`config.mk`:
```
export PLATFORM = sky130hd
export DESIGN_NAME = sait_front
export DESIGN_NICKNAME = d
export VERILOG_FILES = /design/src/design/segmented_array_index_translate_macros.svh /design/src/design/sait_pkg.sv /design/src/design/sait_front.sv
export SDC_FILE = /design/constraint.sdc
export NUM_CORES = 1
export LEC_CHECK = 0
export CAP_MARGIN = 20
export CORE_MARGIN = 2
export CORE_UTILIZATION = 59
export CTS_CLUSTER_SIZE = 28
export DETAILED_ROUTE_END_ITERATION = 12
export DONT_BUFFER_PORTS = 1
export GPL_TIMING_DRIVEN = 0
export PLACE_DENSITY = 0.78
export SLEW_MARGIN = 20
export SYNTH_ARGS = -nofsm -noshare
export SYNTH_HDL_FRONTEND = slang
export SYNTH_SLANG_ARGS = --single-unit
```
`constraint.sdc`:
```
create_clock -name clock -period 5.85 [get_ports clock]
set_input_delay 0.2925 -clock clock [delete_from_list [all_inputs] [get_ports clock]]
set_output_delay 0.2925 -clock clock [all_outputs]
set_load 0.005 [all_outputs]
```
`src/design/segmented_array_index_translate_macros.svh`:
```
// Assertion macros for the segmented array index translator.
// Included by modules that carry concurrent checks.
`ifndef SEGMENTED_ARRAY_INDEX_TRANSLATE_MACROS_SVH
`define SEGMENTED_ARRAY_INDEX_TRANSLATE_MACROS_SVH
`ifndef ASSERT_OFF
`define SAIT_ASSERT(label, clk, rst, prop, msg) \
   label: assert property (@(posedge clk) disable iff (rst) prop) else $error(msg);
`define SAIT_ASSERT_NORST(label, clk, prop, msg) \
   label: assert property (@(posedge clk) prop) else $error(msg);
`else
`define SAIT_ASSERT(label, clk, rst, prop, msg)
`define SAIT_ASSERT_NORST(label, clk, prop, msg)
`endif
`endif

```
`src/design/sait_pkg.sv`:
```
// Shared types and constants of the segmented array index translator.
// No dependencies.
package sait_pkg;
   localparam int IdxW   = 32;
   localparam int AddrW  = 64;
   localparam int ItemsW = 20;
   localparam int SlotsW = 10;
   localparam int SizeW  = 16;
   localparam int NodeW  = 24;
   localparam int BlkW   = 31;
   localparam int QueueDepth = 4;

   localparam logic [1:0] RegionBase   = 2'd0;
   localparam logic [1:0] RegionInline = 2'd1;
   localparam logic [1:0] RegionSlot   = 2'd2;

   localparam logic [2:0] RegBaseLength = 3'd0;
   localparam logic [2:0] RegBaseAddr   = 3'd1;
   localparam logic [2:0] RegInline     = 3'd2;
   localparam logic [2:0] RegSlotItems  = 3'd3;
   localparam logic [2:0] RegSlots      = 3'd4;
   localparam logic [2:0] RegItemSize   = 3'd5;
   localparam logic [2:0] RegNodeCount  = 3'd6;

   // configuration registers as one group
   typedef struct packed {
      logic [IdxW-1:0]   base_length;
      logic [AddrW-1:0]  base_address;
      logic [ItemsW-1:0] node_inline_items;
      logic [ItemsW-1:0] chunk_items;
      logic [SlotsW-1:0] slots_per_node;
      logic [SizeW-1:0]  item_size;
      logic [NodeW-1:0]  nodes_alloc;
   } cfg_type;

   // classified request handed from front to back
   typedef struct packed {
      logic            is_base;
      logic            empty_blk;
      logic [IdxW-1:0] value;   // index in base region, else index minus base length
   } job_type;
endpackage

```
`src/design/sait_front.sv`:
```
// Front end: register file, request classification and the job queue.
// Depends on sait_pkg.
module sait_front #(
   parameter int Depth = sait_pkg::QueueDepth
) (
   input  logic                   clock,
   input  logic                   reset,
   input  logic                   csr_psel,
   input  logic                   csr_penable,
   input  logic                   csr_pwrite,
   input  logic [5:0]             csr_paddr,
   input  logic [63:0]            csr_pwdata,
   output logic [63:0]            csr_prdata,
   input  logic                   start,
   input  logic [31:0]            req_element_index,
   output logic                   busy,
   output sait_pkg::cfg_type      cfg,
   output logic                   job_valid,
   output sait_pkg::job_type      job,
   input  logic                   job_take
);
   localparam int PtrW = $clog2(Depth);
   sait_pkg::cfg_type cfg_ff;
   sait_pkg::job_type q_ff [Depth];
   logic [PtrW-1:0] wr_ff, rd_ff;
   logic [PtrW:0]   cnt_ff;
   logic [2:0]      reg_sel;
   logic            push;
   sait_pkg::job_type job_in;
   logic [sait_pkg::BlkW-1:0] blk;

   assign reg_sel = csr_paddr[5:3];

   // register writes
   always_ff @(posedge clock) begin
      if (reset) begin
         cfg_ff <= '{default: '0, node_inline_items: 20'd1, chunk_items: 20'd1,
                     item_size: 16'd1};
      end else if (csr_psel && csr_penable && csr_pwrite) begin
         case (reg_sel)
            sait_pkg::RegBaseLength: cfg_ff.base_length <= csr_pwdata[31:0];
            sait_pkg::RegBaseAddr:   cfg_ff.base_address <= csr_pwdata;
            sait_pkg::RegInline:     cfg_ff.node_inline_items <= csr_pwdata[19:0];
            sait_pkg::RegSlotItems:  cfg_ff.chunk_items <= csr_pwdata[19:0];
            sait_pkg::RegSlots:      cfg_ff.slots_per_node <= csr_pwdata[9:0];
            sait_pkg::RegItemSize:   cfg_ff.item_size <= csr_pwdata[15:0];
            sait_pkg::RegNodeCount:  cfg_ff.nodes_alloc <= csr_pwdata[23:0];
            default: ;
         endcase
      end
   end

   // register reads
   always_comb begin
      case (reg_sel)
         sait_pkg::RegBaseLength: csr_prdata = {32'd0, cfg_ff.base_length};
         sait_pkg::RegBaseAddr:   csr_prdata = cfg_ff.base_address;
         sait_pkg::RegInline:     csr_prdata = {44'd0, cfg_ff.node_inline_items};
         sait_pkg::RegSlotItems:  csr_prdata = {44'd0, cfg_ff.chunk_items};
         sait_pkg::RegSlots:      csr_prdata = {54'd0, cfg_ff.slots_per_node};
         sait_pkg::RegItemSize:   csr_prdata = {48'd0, cfg_ff.item_size};
         sait_pkg::RegNodeCount:  csr_prdata = {40'd0, cfg_ff.nodes_alloc};
         default:                 csr_prdata = '0;
      endcase
   end
   assign cfg = cfg_ff;

   // classify: base region, empty block, or node request
   assign blk = sait_pkg::BlkW'(cfg_ff.node_inline_items)
              + sait_pkg::BlkW'(cfg_ff.slots_per_node * cfg_ff.chunk_items);
   always_comb begin
      job_in.is_base   = req_element_index < cfg_ff.base_length;
      job_in.empty_blk = (blk == '0);
      job_in.value     = job_in.is_base ? req_element_index
                                        : req_element_index - cfg_ff.base_length;
   end

   // job queue
   assign busy      = (cnt_ff == (PtrW+1)'(Depth));
   assign push      = start && !busy;
   assign job_valid = (cnt_ff != '0);
   assign job       = q_ff[rd_ff];

   always_ff @(posedge clock) begin
      if (push) q_ff[wr_ff] <= job_in;
   end
   always_ff @(posedge clock) begin
      if (reset) begin
         wr_ff <= '0; rd_ff <= '0; cnt_ff <= '0;
      end else begin
         if (push) wr_ff <= PtrW'((wr_ff + 1'b1) % Depth);
         if (job_take) rd_ff <= PtrW'((rd_ff + 1'b1) % Depth);
         cnt_ff <= cnt_ff + (PtrW+1)'(push) - (PtrW+1)'(job_take);
      end
   end
endmodule

```
# == After elaboration in Yosys (flattened, before gate mapping) ==
# Memories as Yosys holds them, arrays and structs flattened. A register that Yosys moved wholly into a read port is not among the register bits.
# Index checks and enable logic that the tools add are counted.
# op_classes
addsub,6
n_mul,1
order_cmp,1
n_eq_ne,7
mux,6
n_reduce_logical,14
# ops
op,count
$pmux W64 S7,1
$lt A32 B32 Y1,1
$mux W32,1
$sub A32 B32 Y32,1
$add A20 B30 Y31,1
$logic_not A31 Y1,1
$mul A10 B20 Y30,1
$reduce_and A2 Y1,7
$eq A3 B3 Y1 const B,4
$eq A3 B2 Y1 const B,2
$add A2 B1 Y2 const B,2
$mux W2,2
$add A3 B1 Y3,1
$eq A3 B1 Y1 const B,1
$logic_and A1 B1 Y1,3
$logic_not A3 Y1,1
$reduce_bool A3 Y1,1
$sub A3 B1 Y3,1
$mux W1,2
$logic_not A1 Y1,1
# totals
reg_bits,193
mem_bits_rw,136
input_bits,109
output_inout_bits,286
word_cells,46
mem_count,1
# memory_table
memory,depth,width,rd,rd_clocked_by_memory_dff,write_ports,line,source
q_ff,4,34,1,1,1,sait_front.sv:24,sait_pkg::job_type q_ff [Depth];

# == Longest topological paths before layout ==
# logic_depth
depth_word,5
depth_mapped,22
depth_no_buf,21

# == Worst setup path before layout ==
# No wires, ideal clock.
# synth_timing
path_type,register to register
start,"register cfg_ff, in the netlist cfg[61]"
end,"memory q_ff[0][32] (netlist name), data pin"
setup_time_ns,0.149
arrival_time_ns,5.586
required_ns,5.701
path_slack_ns,0.115
path_stages_with_launch,20
path_buffers,2
synth_period_minus_slack_ns,5.735
cell_sequence,dfxtp_1 clkbuf_1 and2_1 fa_1 inv_1 fa_1 fa_1 fa_1 fa_1 inv_1 ha_1 clkbuf_1 nand4_1 a21oi_1 and3b_1 or4_1 nor3_1 nand4_1 nor4_1 and4_1
# synth_lines
item,line,source
"start, declared",sait_front.sv:23,sait_pkg::cfg_type cfg_ff;
"start signal, assigned",sait_front.sv:37,"cfg_ff <= '{default: '0, node_inline_items: 20'd1, chunk_items: 20'd1,"
"end, declared",sait_front.sv:24,

==> qor.csv <==
stage,metric,value,unit
grt,first-pass GRT wire length,118,mm
cts,CTS tree,built,
synthesis,#FFs+latches synth,331,
synthesis,sequential share of the synthesized area,35.5,%
finish,most frequent cells in the layout,"525 x nand2_1, 224 x a21oi_1, 205 x inv_1",
floorplan,IO Pins,395,
flow_run,Max Cap Violations,0,
setup_path,crit-path max cell delay,0.57,ns
timing,Final Cycle Share,99.0,%
floorplan,row cnt,71,
routing,via-per-instance ratio,6.35,
routing,DR DRC count,0,
grt,largest net degree at the start of global routing,21,
routing,Post-Route WL,81.1,mm
synthesis,Post-Syn Instances,2378,
setup_path,"Critical Path, Cell by Cell",clkbuf_4 -> nand2_1 -> fa_1 -> fa_1 -> fa_1 -> fa_1 -> fa_1 -> inv_1 -> ha_1 -> buf_4 -> a21oi_4 -> inv_1 -> a31oi_1 -> xnor2_1 -> or4_1 -> nor4_2 -> nand4_1 -> nor4_2 -> and4_4,
setup_path,WP data arrival,6.17,ns
setup_path,Worst Setup EP,q_ff[0][32],
timing,clk_skew,0.0252,ns
setup_path,CP endpoint kind,register,
grt,initial antenna violation count,11,
synthesis,Mapped Nets,2761,
synthesis,"FFs w/ async S/R, synth",0,%
power_and_ir_drop,P per Cell Area,221,nW/um^2
cts,total CTS buffers,36,
routing,Routed wire per std cell,26.6,microns
synthesis,synthesized cell area,22500,sq um
setup_path,start of the worst register-to-register path,cfg[51],
routing,via count,19300,
floorplan,core area,37700,sq um
floorplan,die area,39800,sq um
worst_hold_path,hold crit path type,input pin to register,
setup_path,Worst path slowest cell,fa_1,
setup_path,CP max FO,10,
floorplan,Starting Density,59.8,%
synthesis,YS warnings,0,
timing,Slew headroom,32.2,%
timing,Worst-Margin Slew,1.02,ns
place,Placed Area,23300,sq um
place,GP Congestion,1.03,
cts,clk_lat worst skew,0.54,ns
routing,Detail Route Antenna Nets,0,
finish,final instance area,26200,sq um
grt,vias in the first global route,18600,
timing,Max Clock Freq,0.173,GHz
place,post-DP HPWL,62.2,mm
grt,total congestion overflow,0,
timing,final hold vios,0,
synthesis,Synth cell types,72,
power_and_ir_drop,Tot Pwr,0.00579,W
setup_path,Critical R2R Capture,q_ff[0][32],
cts,Clock transition at path regs,0.07,ns
synthesis,"Top FF cell, synth",dfxtp_1,
setup_path,Reg2Reg Depth,19,
setup_path,Critical Path Source Type,register,
finish,NumNets Final,2882,
floorplan,die width,199,microns
timing,post-layout minimum cycle time,5.79,ns
synthesis,Post-synth EDFFs,136,
outcome,outcome,"complete, no violations",
setup_path,WS Path Type,register to register,
power_and_ir_drop,Leak,9.39,nW
setup_path,"most used cell, CP",fa_1,
cts,CTS Sinks,331,
floorplan,Die H,199,microns
finish,"most common cell after layout, fill and taps aside",nand2_1,
setup_path,worst path required time,6.23,ns
power_and_ir_drop,worst IR drop on VDD,0.212,mV
setup_path,crit path launch,cfg[51],
grt,All-Layer GR Usage,40.2,%
finish,Layout area overhead,16.3,%
routing,DRT Pass-1 Iters,6,
timing,fin. max-slew vios,0,
setup_path,R2R setup slack,0.06,ns
cts,Max clock buf depth,3,
timing,final setup violation count,0,
routing,DRT iter0 DRCs,1947,
place,IO Port Bufs,0,
cts,Root Driver,clkbuf_16,
synthesis,Avg Inst Size Synth,9.47,sq um
finish,share of layout cells above drive strength 1,12.1,%
cts,CTS H-tree lvls,2,
## synthesized netlist by cell type (7+ instances only)
cell        n  area share (%)
xnor2_1    31             1.2
inv_1     205             3.4
o211ai_1   10            0.33
a21oi_1   234             5.2
a21o_1     23            0.77
o21ai_0    46             1.0
nand2_1   528             8.8
nor3_1     19            0.42
clkbuf_1  137             2.3
ha_1      109             6.1
a22oi_1     8            0.27
a211oi_1    7            0.23
buf_1       9            0.15
a31oi_1    10            0.28
nand3_1    19            0.42
and3_1     42             1.2
nand4_1    11            0.31
nand2b_1   12            0.33
xor2_1     11            0.43
and2_1     92             2.6
mux2i_1    42             1.9
a22o_1      7            0.27
mux2_4     27             1.8
nor2b_1    16            0.44
dfxtp_1   195              17
edfxtp_1  136              18
fa_1      165              15
mux4_2     46             4.6
nor2_1     71             1.2
o21a_1      9            0.30
## routing by layer
metal	global-route usage, %	vias to the layer above	wire [microns]
met4	19.2	8	5010
met2	61.9	1367	35900
met1	50.6	9358	29000
met5	0	-	57
li1	-	8275	-
met3	14.4	333	11100
## worst min-delay path by stage
| stage | cells after the start | slack [ns] | endpoint | start |
|---|---|---|---|---|
| 2_1_floorplan | 2 | 0.41 | cfg[24] | csr_pwdata[0] |
| 3_3_place_gp | 2 | 0.42 | cfg[70] | csr_pwdata[0] |
| 3_5_place_dp | 2 | 0.43 | cfg[50] | csr_pwdata[0] |
| 4_1_cts | 1 | 0.0005 | q_ff[2][19] | req_element_index[19] |
| 5_1_grt | 1 | 0.01 | q_ff[0][25] | req_element_index[25] |
| 6_report | 1 | 0.01 | q_ff[2][23] | req_element_index[23] |
## area by class of cell
| type | instances | area (sq um) |
|---|---|---|
| diodes | 11 | 27.5 |
| plain buffers | 148 | 891 |
| clock buffers | 46 | 1000 |
| clock inverters | 19 | 228 |
| fillers | 2854 | 11500 |
| inverters | 205 | 769 |
| multi-input cells | 1689 | 13600 |
| flip-flops and latches | 331 | 8070 |
| well taps | 511 | 639 |
| repair buffers | 88 | 953 |
## kinds of logic after synthesis
group / after synthesis / share of synthesized area, %
flip-flops: 331 / 35.5
buffers and inverters: 358 / 6.09
XOR/XNOR: 42 / 1.63
AO/OA/AOI/OAI: 413 / 11.0
adder cells (fa/ha/maj): 274 / 20.7
AND/OR/NAND/NOR: 838 / 16.5
multiplexers: 122 / 8.61
## worst max-delay path, delay by kind of cell (launching register included)
kind                       cells  cell delay, ns
AOI/OAI and AO/OA              2            0.31
xor gates and xnor gates       1            0.10
adders and majority gates      6            2.67
buffers and inverters          4            0.52
DFF                            1            0.44
and+or+nand+nor                6            1.60
## through the flow
stage                     TNS [ns]  setup WS [ns]  util (%)  hold slack (ns)  cells
after floorplan                  0          0.115         -            0.414   2378
after global placement       -4.98          -1.25      61.5            0.423   2889
after detailed placement     -4.69          -1.17      61.8            0.430   2893
after CTS                        0        0.00138      68.0         0.000549   3024
after global routing        -0.195        -0.0488      69.5           0.0125   3042
final                            0         0.0560      69.6          0.00972   3048
## repair_timing
item                       CTS  global route
hold buffers                66             0
setup endpoints to repair    4             4
cloned                       0             2
gates resized for setup    142           136
pin swaps                   10            30
hold endpoints to repair   192             0
buffers inserted             5            11
## registers in the layout (all words and copies together), names as in the netlist, named ones only
register / cells
cfg: 186
q_ff: 136
cnt_ff: 3
rd_ff: 2
wr_ff: 2
## power breakdown
part	leakage (nW)	switching, W	total [W]	internal, W
Combinational	5.94	0.000460	0.000770	0.000309
Clock	0.607	0.000973	0.00238	0.00141
Sequential	2.84	0.0000713	0.00264	0.00256
Total	9.39	0.00150	0.00579	0.00428
No activity file was read; power rests on OpenSTA's default activity.
